## src/sv/dpc_pkg.sv

```systemverilog
package dpc_pkg;

	localparam int MAX_DIM   = 256;
	localparam int COORD_W   = $clog2(MAX_DIM);
	localparam int COORD_MAX = MAX_DIM - 1;
	localparam int STEP_W    = $clog2(COORD_W + 1);

	localparam int PIX_W  = 8;
	localparam int DIM_W  = 9;
	localparam int CNT_W  = 17;
	localparam int SUM_W  = 24;
	localparam int OUT_W  = 9;
	localparam int CFG_IW = 3;
	localparam int CFG_DW = 17;
	localparam int QDEPTH = 2;

	typedef enum logic [CFG_IW-1:0] {
		REG_IMAGE_WIDTH    = 3'd0,
		REG_DARK_THRESHOLD = 3'd1,
		REG_WIN_X_START    = 3'd2,
		REG_WIN_X_END      = 3'd3,
		REG_WIN_Y_START    = 3'd4,
		REG_WIN_Y_END      = 3'd5,
		REG_MIN_COUNT      = 3'd6,
		REG_MAX_COUNT      = 3'd7
	} cfg_idx_t;

	typedef struct packed {
		logic [DIM_W-1:0] image_width;
		logic [PIX_W-1:0] dark_threshold;
		logic [DIM_W-1:0] win_x_start;
		logic [DIM_W-1:0] win_x_end;
		logic [DIM_W-1:0] win_y_start;
		logic [DIM_W-1:0] win_y_end;
		logic [CNT_W-1:0] min_count;
		logic [CNT_W-1:0] max_count;
	} cfg_t;

	typedef struct packed {
		logic [CNT_W-1:0] count;
		logic [SUM_W-1:0] sum_x;
		logic [SUM_W-1:0] sum_y;
	} frame_acc_t;

	typedef struct packed {
		logic full;
		logic empty;
	} q_status_t;

	typedef struct packed {
		logic               busy;
		logic [COORD_W-1:0] quotient;
	} div_status_t;

	typedef enum logic [1:0] {
		B_IDLE,
		B_RUN,
		B_DONE
	} back_state_t;

endpackage

```

## src/sv/dpc_front.sv

```systemverilog
module dpc_front import dpc_pkg::*; (
	input  logic             clk,
	input  logic             arst_n,
	input  cfg_t             cfg,
	input  logic             s_tvalid,
	output logic             s_tready,
	input  logic [PIX_W-1:0] s_tdata,   // pixel
	input  logic             s_tlast,   // end_of_frame
	input  q_status_t        qstat,
	output logic             push,
	output frame_acc_t       push_data
);

	logic [COORD_W-1:0] col_q, row_q;
	logic [CNT_W-1:0]   cnt_q, cnt_nx;
	logic [SUM_W-1:0]   sx_q, sy_q, sx_nx, sy_nx;
	logic [DIM_W-1:0]   w_eff, col_inc;
	logic [SUM_W:0]     sx_add, sy_add;
	logic               in_win, accept, row_end;

	assign s_tready = !qstat.full;
	assign accept   = s_tvalid && s_tready;

	always_comb begin
		if (cfg.image_width == '0) begin
			w_eff = DIM_W'(1);
		end else if (cfg.image_width > DIM_W'(MAX_DIM)) begin
			w_eff = DIM_W'(MAX_DIM);
		end else begin
			w_eff = cfg.image_width;
		end
	end

	assign col_inc = DIM_W'(col_q) + DIM_W'(1);
	assign row_end = col_inc >= w_eff;

	assign in_win = (DIM_W'(col_q) >= cfg.win_x_start) && (DIM_W'(col_q) < cfg.win_x_end) &&
		(DIM_W'(row_q) >= cfg.win_y_start) && (DIM_W'(row_q) < cfg.win_y_end) &&
		(s_tdata < cfg.dark_threshold);

	assign sx_add = {1'b0, sx_q} + (SUM_W+1)'(col_q);
	assign sy_add = {1'b0, sy_q} + (SUM_W+1)'(row_q);

	always_comb begin
		cnt_nx = cnt_q;
		sx_nx  = sx_q;
		sy_nx  = sy_q;
		if (in_win) begin
			// saturate all accumulators
			if (cnt_q != '1) cnt_nx = cnt_q + CNT_W'(1);
			sx_nx = sx_add[SUM_W] ? '1 : sx_add[SUM_W-1:0];
			sy_nx = sy_add[SUM_W] ? '1 : sy_add[SUM_W-1:0];
		end
	end

	assign push            = accept && s_tlast;
	assign push_data.count = cnt_nx;
	assign push_data.sum_x = sx_nx;
	assign push_data.sum_y = sy_nx;

	always_ff @(posedge clk or negedge arst_n) begin
		if (!arst_n) begin
			col_q <= '0;
			row_q <= '0;
			cnt_q <= '0;
			sx_q  <= '0;
			sy_q  <= '0;
		end else if (accept) begin
			if (s_tlast) begin
				col_q <= '0;
				row_q <= '0;
				cnt_q <= '0;
				sx_q  <= '0;
				sy_q  <= '0;
			end else begin
				cnt_q <= cnt_nx;
				sx_q  <= sx_nx;
				sy_q  <= sy_nx;
				if (row_end) begin
					col_q <= '0;
					if (row_q != COORD_W'(COORD_MAX)) row_q <= row_q + COORD_W'(1);
				end else begin
					col_q <= col_inc[COORD_W-1:0];
				end
			end
		end
	end

endmodule

```

## src/sv/dpc_queue.sv

```systemverilog
module dpc_queue import dpc_pkg::*; (
	input  logic       clk,
	input  logic       arst_n,
	input  logic       push,
	input  frame_acc_t push_data,
	input  logic       pop,
	output frame_acc_t pop_data,
	output q_status_t  qstat
);

	localparam int PTR_W = $clog2(QDEPTH);

	frame_acc_t         mem_q [QDEPTH];
	logic [PTR_W-1:0]   wr_q, rd_q;
	logic [PTR_W:0]     fill_q;

	assign qstat.full  = fill_q == (PTR_W+1)'(QDEPTH);
	assign qstat.empty = fill_q == '0;
	assign pop_data    = mem_q[rd_q];

	always_ff @(posedge clk) begin
		if (push) mem_q[wr_q] <= push_data;
	end

	always_ff @(posedge clk or negedge arst_n) begin
		if (!arst_n) begin
			wr_q   <= '0;
			rd_q   <= '0;
			fill_q <= '0;
		end else begin
			if (push) wr_q <= wr_q + PTR_W'(1);
			if (pop)  rd_q <= rd_q + PTR_W'(1);
			if (push && !pop)      fill_q <= fill_q + (PTR_W+1)'(1);
			else if (pop && !push) fill_q <= fill_q - (PTR_W+1)'(1);
		end
	end

endmodule

```

## src/sv/dpc_div.sv

```systemverilog
module dpc_div import dpc_pkg::*; (
	input  logic             clk,
	input  logic             arst_n,
	input  logic             start,
	input  logic [SUM_W-1:0] dividend,
	input  logic [CNT_W-1:0] divisor,
	output div_status_t      status
);

	logic [CNT_W-1:0]   rem_q, div_q;
	logic [COORD_W-1:0] bits_q, quo_q;
	logic [STEP_W-1:0]  steps_q;
	logic               sat_q;
	logic [CNT_W:0]     trial;
	logic               fits;

	// one quotient bit per cycle; the upper dividend bits preload the remainder
	assign trial = {rem_q, bits_q[COORD_W-1]};
	assign fits  = trial >= {1'b0, div_q};

	assign status.busy     = steps_q != '0;
	assign status.quotient = sat_q ? '1 : quo_q;

	always_ff @(posedge clk or negedge arst_n) begin
		if (!arst_n) begin
			steps_q <= '0;
		end else if (start) begin
			steps_q <= STEP_W'(COORD_W);
		end else if (steps_q != '0) begin
			steps_q <= steps_q - STEP_W'(1);
		end
	end

	always_ff @(posedge clk) begin
		if (start) begin
			sat_q  <= (SUM_W+1)'(dividend) >= {divisor, {COORD_W{1'b0}}};
			rem_q  <= CNT_W'(dividend[SUM_W-1:COORD_W]);
			bits_q <= dividend[COORD_W-1:0];
			div_q  <= divisor;
			quo_q  <= '0;
		end else if (steps_q != '0) begin
			bits_q <= {bits_q[COORD_W-2:0], 1'b0};
			if (fits) begin
				rem_q <= CNT_W'(trial - {1'b0, div_q});
				quo_q <= {quo_q[COORD_W-2:0], 1'b1};
			end else begin
				rem_q <= trial[CNT_W-1:0];
				quo_q <= {quo_q[COORD_W-2:0], 1'b0};
			end
		end
	end

endmodule

```

## src/sv/dpc_back.sv

```systemverilog
module dpc_back import dpc_pkg::*; (
	input  logic                       clk,
	input  logic                       arst_n,
	input  cfg_t                       cfg,
	input  q_status_t                  qstat,
	input  frame_acc_t                 pop_data,
	output logic                       pop,
	output logic                       m_tvalid,
	input  logic                       m_tready,
	output logic [2*OUT_W+CNT_W+4:0]   m_tdata,   // centre_x, centre_y, dark_total, zero pad
	output logic                       m_tuser    // found
);

	back_state_t      state_q, state_nx;
	div_status_t      dx, dy;
	logic [CNT_W-1:0] cnt_q;
	logic             found_q, found_nx, out_free, load;
	logic             m_tvalid_q;
	logic [2*OUT_W+CNT_W+4:0] tdata_q;
	logic             tuser_q;

	assign found_nx = (pop_data.count != '0) && (pop_data.count >= cfg.min_count) &&
		(pop_data.count <= cfg.max_count);
	assign out_free = !m_tvalid_q || m_tready;

	dpc_div u_div_x (
		.clk      (clk),
		.arst_n   (arst_n),
		.start    (pop && found_nx),
		.dividend (pop_data.sum_x),
		.divisor  (pop_data.count),
		.status   (dx)
	);

	dpc_div u_div_y (
		.clk      (clk),
		.arst_n   (arst_n),
		.start    (pop && found_nx),
		.dividend (pop_data.sum_y),
		.divisor  (pop_data.count),
		.status   (dy)
	);

	always_comb begin
		state_nx = state_q;
		case (state_q)
			B_IDLE: begin
				if (!qstat.empty) state_nx = found_nx ? B_RUN : B_DONE;
			end
			B_RUN: begin
				if (!dx.busy && !dy.busy) state_nx = B_DONE;
			end
			B_DONE: begin
				if (out_free) state_nx = B_IDLE;
			end
			default: state_nx = B_IDLE;
		endcase
	end

	always_comb begin
		pop  = 1'b0;
		load = 1'b0;
		case (state_q)
			B_IDLE:  pop  = !qstat.empty;
			B_DONE:  load = out_free;
			default: ;
		endcase
	end

	always_ff @(posedge clk or negedge arst_n) begin
		if (!arst_n) begin
			state_q    <= B_IDLE;
			m_tvalid_q <= 1'b0;
		end else begin
			state_q <= state_nx;
			if (load)          m_tvalid_q <= 1'b1;
			else if (m_tready) m_tvalid_q <= 1'b0;
		end
	end

	always_ff @(posedge clk) begin
		if (pop) begin
			cnt_q   <= pop_data.count;
			found_q <= found_nx;
		end
		if (load) begin
			tuser_q <= found_q;
			if (found_q) begin
				tdata_q <= {5'b0, cnt_q, (OUT_W)'(dy.quotient), (OUT_W)'(dx.quotient)};
			end else begin
				tdata_q <= {5'b0, {CNT_W{1'b0}}, {OUT_W{1'b1}}, {OUT_W{1'b1}}};
			end
		end
	end

	assign m_tvalid = m_tvalid_q;
	assign m_tdata  = tdata_q;
	assign m_tuser  = tuser_q;

endmodule

```

## src/sv/dark_pixel_centroid.sv

```systemverilog
// Pixels are accepted one per cycle; s_tready drops only while two finished frames wait.
// Frame totals wait in a two-entry queue; the back end takes one frame at a time, runs one
// shift-subtract divider per coordinate only when the frame is found, then registers the result
// once the output is free; a stalled output delays it.
// Reset (arst_n low, asynchronous) restores register defaults and clears all counters.
module dark_pixel_centroid import dpc_pkg::*; (
	input  logic                      clk,
	input  logic                      arst_n,
	input  logic                      cfg_valid,
	output logic                      cfg_ready,
	input  logic [CFG_IW-1:0]         cfg_index,
	input  logic [CFG_DW-1:0]         cfg_data,
	input  logic                      s_tvalid,
	output logic                      s_tready,
	input  logic [PIX_W-1:0]          s_tdata,   // pixel
	input  logic                      s_tlast,   // end_of_frame
	output logic                      m_tvalid,
	input  logic                      m_tready,
	output logic [2*OUT_W+CNT_W+4:0]  m_tdata,   // centre_x, centre_y, dark_total, zero pad
	output logic                      m_tuser    // found
);

	cfg_t       cfg_q;
	q_status_t  qstat;
	frame_acc_t push_data, pop_data;
	logic       push, pop;

	assign cfg_ready = 1'b1;

	always_ff @(posedge clk or negedge arst_n) begin
		if (!arst_n) begin
			cfg_q.image_width    <= DIM_W'(96);
			cfg_q.dark_threshold <= PIX_W'(85);
			cfg_q.win_x_start    <= DIM_W'(10);
			cfg_q.win_x_end      <= DIM_W'(86);
			cfg_q.win_y_start    <= DIM_W'(10);
			cfg_q.win_y_end      <= DIM_W'(86);
			cfg_q.min_count      <= CNT_W'(180);
			cfg_q.max_count      <= CNT_W'(3176);
		end else if (cfg_valid && cfg_ready) begin
			case (cfg_idx_t'(cfg_index))
				REG_IMAGE_WIDTH:    cfg_q.image_width    <= cfg_data[DIM_W-1:0];
				REG_DARK_THRESHOLD: cfg_q.dark_threshold <= cfg_data[PIX_W-1:0];
				REG_WIN_X_START:    cfg_q.win_x_start    <= cfg_data[DIM_W-1:0];
				REG_WIN_X_END:      cfg_q.win_x_end      <= cfg_data[DIM_W-1:0];
				REG_WIN_Y_START:    cfg_q.win_y_start    <= cfg_data[DIM_W-1:0];
				REG_WIN_Y_END:      cfg_q.win_y_end      <= cfg_data[DIM_W-1:0];
				REG_MIN_COUNT:      cfg_q.min_count      <= cfg_data[CNT_W-1:0];
				REG_MAX_COUNT:      cfg_q.max_count      <= cfg_data[CNT_W-1:0];
				default: ;
			endcase
		end
	end

	dpc_front u_front (
		.clk       (clk),
		.arst_n    (arst_n),
		.cfg       (cfg_q),
		.s_tvalid  (s_tvalid),
		.s_tready  (s_tready),
		.s_tdata   (s_tdata),
		.s_tlast   (s_tlast),
		.qstat     (qstat),
		.push      (push),
		.push_data (push_data)
	);

	dpc_queue u_queue (
		.clk       (clk),
		.arst_n    (arst_n),
		.push      (push),
		.push_data (push_data),
		.pop       (pop),
		.pop_data  (pop_data),
		.qstat     (qstat)
	);

	dpc_back u_back (
		.clk      (clk),
		.arst_n   (arst_n),
		.cfg      (cfg_q),
		.qstat    (qstat),
		.pop_data (pop_data),
		.pop      (pop),
		.m_tvalid (m_tvalid),
		.m_tready (m_tready),
		.m_tdata  (m_tdata),
		.m_tuser  (m_tuser)
	);

endmodule

```

## config.mk

```make
export PLATFORM = sky130hd
export DESIGN_NAME = dark_pixel_centroid
export DESIGN_NICKNAME = d
export VERILOG_FILES = /design/src/sv/dpc_pkg.sv /design/src/sv/dpc_front.sv /design/src/sv/dpc_queue.sv /design/src/sv/dpc_div.sv /design/src/sv/dpc_back.sv /design/src/sv/dark_pixel_centroid.sv
export SDC_FILE = /design/constraint.sdc
export NUM_CORES = 1
export LEC_CHECK = 0
export ABC_AREA = 1
export BUFFER_PORTS_ARGS = -buffer_cell sky130_fd_sc_hd__clkbuf_2
export CAP_MARGIN = 40
export CORE_ASPECT_RATIO = 1.75
export CORE_MARGIN = 8
export CORE_UTILIZATION = 45
export CTS_CLUSTER_DIAMETER = 50
export DETAILED_ROUTE_END_ITERATION = 10
export PLACE_DENSITY = 0.64
export SETUP_SLACK_MARGIN = 0.4
export SKIP_CTS_REPAIR_TIMING = 1
export SYNTH_ARGS = -nofsm -noshare
export SYNTH_HDL_FRONTEND = slang
export SYNTH_HIERARCHICAL = 1
export SYNTH_SLANG_ARGS = --single-unit
```

## constraint.sdc

```tcl
create_clock -name clk -period 5.75 [get_ports clk]
set_input_delay 0.2875 -clock clk [delete_from_list [all_inputs] [get_ports clk]]
set_output_delay 0.2875 -clock clk [all_outputs]
set_load 0.02 [all_outputs]
```

# Word level (Yosys, flattened, before mapping)
# Memories as Yosys holds them, arrays and structs flattened.
# Cells that the tools add are included.
# totals
output_inout_bits	44
n_memories	1
ramBits	130
word_cells	174
inputBits	34
regBits	327
# classes
reduce_logical	45
add_sub_neg	13
n_lt_le_gt_ge	13
n_eq_ne	15
n_mux	48
bitwise	1
# memory_table
name	depth	width	rd	rd_ports_with_merged_regs	wr	line	rtl
u_queue.mem_q	2	65	1	0	1	dpc_queue.sv:13	frame_acc_t mem_q [QDEPTH];
# op_table
cell	n
$mux 24	6
$mux 8	11
$mux 17	5
$mux 16	4
$add 24x8->25	2
$ge 24x25->1	2
$ge 18x17->1	2
$sub 17x17->17	2
$ge 8x9->1	2
$lt 8x9->1	2
$mux 18	1
$mux 9	2
$add 17x1->17 const B	1
$ge 17x17->1	1
$le 17x17->1	1
$ne 17x17->1 const B	1
$reduce_bool 17->1	1
$mux 4	4
$reduce_and 2->1	8
$eq 3x3->1 const B	4
$logic_and 1x1->1	12
$mux 2	6
$reduce_bool 2->1	6
$add 8x1->9 const B	1
26 further kinds	48

# Longest topological paths before layout
# depth
word_depth	8
ltp_mapped	20

# By module
# The synthesis kept the hierarchy.
# by_module_without_submodules
mod	area_each_um2	cells_per_inst	instances
dpc_front	8587.0	1412	1
dpc_queue	5058.6	227	1
dpc_div (u_back.u_div_y)	3966.3	518	1
dpc_div (u_back.u_div_x)	3951.3	518	1
dark_pixel_centroid	3479.6	396	1
dpc_back	3115.5	314	1

# Least setup slack after synthesis
# OpenSTA, ideal clock, no wires.
# synth_timing
path_kind	register to register
from	register u_queue.rd_q
to	register u_back.u_div_y.bits_q[0], enable pin
t_arrival_ns	4.877
path_stages_with_launch	20
period_less_slack_ns	5.275
n_path_buf	4
slack_ns	0.475
path_cell_list	dfrtp_1 -> buf_6 -> buf_6 -> mux2_4 -> ha_1 -> nand2_1 -> inv_1 -> nand2_1 -> nand2_1 -> nand2_1 -> nand2_1 -> nor2_1 -> nand2_1 -> nand2_2 -> nand3_4 -> nor2_1 -> clkbuf_1 -> inv_2 -> nand2_1 -> clkbuf_1
# synth_rtl
item	line	rtl
start: declaration	dpc_queue.sv:14	logic [PTR_W-1:0] wr_q, rd_q;
start signal: assignment	dpc_queue.sv:32	if (pop) rd_q <= rd_q + PTR_W'(1);
end signal: assignment	dpc_div.sv:38	bits_q <= dividend[COORD_W-1:0];
end signal: assignment	dpc_div.sv:42	bits_q <= {bits_q[COORD_W-2:0], 1'b0};
end: declaration	dpc_div.sv:11	logic [COORD_W-1:0] bits_q, quo_q;

==> flow_summary.ini <==
[status]
run_status = finished, final reports clean

[power]
static-leakage-power_nw = 15.3
cellPowerDensity_nw_per_um2 = 461
vdd_ir_drop_max_v = 0.000383

[cts]
cts.clk_slew.worst_paths_ps = 70
tritoncts = done
clkLatencyLatePin_ps = 570
cts.htree.levels = 2
clockBufferDepth = 3
number_of_buffers_created_by_cts = 46
numClockSinks = 468
cts_root_buf = clkbuf_16

[layout]
layout-area-overhead-vs-synth_pct = 9.65
layout_commonest_cell = nand2_1
area.sequential_um2 = 13000
fillCellCount = 6027
post-route-cell-area_um2 = 30900
insertedDiodeCount = 0
nNetsFinal = 3645
layout.cells.most_common_list = 1232 x nand2_1, 449 x inv_1, 267 x edfxtp_1, 204 x nand3_1, 168 x ha_1
final_layout_size_suffix_gt1_frac = 0.136
multi_input_comb_area_um2 = 12900

[timing]
max_slew_margin = 0.350
grt_setup_unrepaired = false
skew_ps = 12.5
setup_viol_count_final = 0
period_share = 0.697
totalNegativeSetupSlack_ps = 0
timing.final.hold_violations = 0
drv_slew = 0
worst-slew-pin-transition_ps = 975
hold-worst-slack_ps = 86.8
fmax_mhz = 250
min_period_ps = 4010

[flow_run]
max_cap_violations = 0

[place]
detailedPlacementHpwl_um = 51800
port_buffers = 71
globalplace.congestion = 0.891
placed_area_um2 = 29100

[global_route]
grt_start_max_net_pins = 164
grt_pass1_vias = 21400
grt_first_pass_wirelength_um = 112000
global_route.overflow_total = 0
gr-usage-all-layers = 0.197
antenna_found_initial = 0

[worst_setup_path]
crit_path_capture_type = flip-flop
path_class = reg -> reg
critPathLaunch = u_queue/rd_q
worst_r2r_startpoint = u_queue/rd_q
worstPathMaxFanout = 42
crit_path_start_kind = flip-flop
cp.arrival_ps = 4250
worst_ep_required_time_ps = 5990

[min_path]
min_path_type = in -> reg
min-delay-start = cfg_valid

[floorplan]
design.die.area_um2 = 71200
initial_core_util = 0.454
dieHeight_um = 347
rows = 121
coreArea_um2 = 62100
die-width_um = 205
num_io_pins = 78

[drt]
first_pass_iters = 5
viasPerCell = 5.02
route.antenna.remaining_nets = 0
dr_total_vias = 21500
remaining_drc_errors = 0
drt_iter0_markers = 943
routed_wire_length_per_instance_um = 16.4
postRouteWirelength_um = 70200

[yosys]
synth_area_um2 = 28200
netlist.area_leader.share = 0.285
synth_sequential_area_ratio = 0.461
synth-warning-count = 6
edff_count_synth = 267
ys_ff_latch = 468
syn_area_per_cell_um2 = 8.32
syn-instance-count = 3385
async_reset_ff_frac = 0.391
synth_top_area_cell = edfxtp_1
synth_top_cells_by_area = edfxtp_1 28%, nand2_1 16%, dfrtp_1 14%
cell_variety_after_synth = 59
postSynth.topFlopCell = edfxtp_1
worst paths after layout:
kind | end | slack (ps) | cells past startpoint
worst max-delay path | u_back/u_div_x/rem_q[6] | 1740 | 13
worst min-delay path | cfg_q[53] | 90 | 5
worst max register to register | u_back/u_div_x/rem_q[6] | 1740 | 13
worst min register to register | cfg_q[72] | 460 | 2
max in group asynchronous | u_queue/rd_q | 4300 | 3
min in group asynchronous | u_front/sx_q[23] | 140 | 2
routing by layer:
layer,routed length [µm],GRT usage,vias up
met4,4020,0.106,0
met2,36400,0.363,402
met5,0,0,-
li1,-,-,10900
met1,27600,0.217,10000
met3,2200,0.0194,156
power breakdown:
group | switching [mW] | total [mW] | internal (mW)
Combinational | 3.73 | 5.77 | 2.04
Clock | 1.35 | 3.33 | 1.98
Sequential | 0.460 | 5.13 | 4.67
critical path: stages (launching register included):
cell and delay (ps):
dfrtp_4 850, mux2_2 550, ha_1 350, nand2_1 80, nor2_2 130, nand2_1 90
clkinv_1 70, nand4_1 90, nand2_2 110, nand3_4 90, nor2_4 140, inv_2 230
nand2_1 400, buf_4 400
cells by family (layout without fill, tap and decap cells):
| group | count (synthesis) | after routing | synth area share |
|---|---|---|---|
| other | 2 | 6 | 0.000267 |
| adder cells (fa/ha/maj) | 172 | 172 | 0.0775 |
| AND/OR/NAND/NOR | 1913 | 1913 | 0.297 |
| AO/OA/AOI/OAI | 162 | 162 | 0.0328 |
| multiplexers | 65 | 65 | 0.0313 |
| buffers and inverters | 552 | 640 | 0.0834 |
| flip-flops | 468 | 468 | 0.461 |
| XOR/XNOR | 51 | 51 | 0.0159 |
state kept, by name, indices dropped and copies added, names as in the netlist, 8 cells and up:
name                   flops
cfg_q                     87
u_back/cnt_q              17
u_back/m_tdata            34
u_back/u_div_x/bits_q      8
u_back/u_div_x/div_q      17
u_back/u_div_x/quo_q       8
u_back/u_div_x/rem_q      17
u_back/u_div_y/bits_q      8
u_back/u_div_y/div_q      17
u_back/u_div_y/quo_q       8
u_back/u_div_y/rem_q      17
u_front/cnt_q             17
u_front/col_q              8
u_front/row_q              8
u_front/sx_q              24
u_front/sy_q              24
u_queue/mem_q            130
stage by stage:
step                      power [mW]  std cells   util  worst slack (ps)
after CTS                       14.3       4266  0.496              1710
after global placement          10.9       4179  0.468              1750
after detailed placement        11.0       4180  0.469              1740
after floorplan                 9.45       3389      -               475
after global routing            15.2       4276  0.497              1450
final                           14.2       4276  0.497              1740
synthesized netlist by cell type (30+ instances only):
library cell  count
a21oi_1          68
dfrtp_1         156
edfxtp_1        267
ha_1            168
inv_1           450
mux2_4           40
nand2_1        1233
nand2_2         118
nand3_1         204
nand3b_1         30
nand4_1          40
nor2_1          167
o21ai_0          33
final cells by class:
| cell class | count | share of cell area |
|---|---|---|
| clock buffers | 62 | 0.0436 |
| inverters | 458 | 0.0557 |
| multi-input cells | 2369 | 0.417 |
| repair buffers | 96 | 0.0197 |
| well taps | 799 | 0.0324 |
| clock inverters | 24 | 0.0109 |
| flip-flops and latches | 468 | 0.421 |
Note: power is estimated with default switching activity, not from simulation.
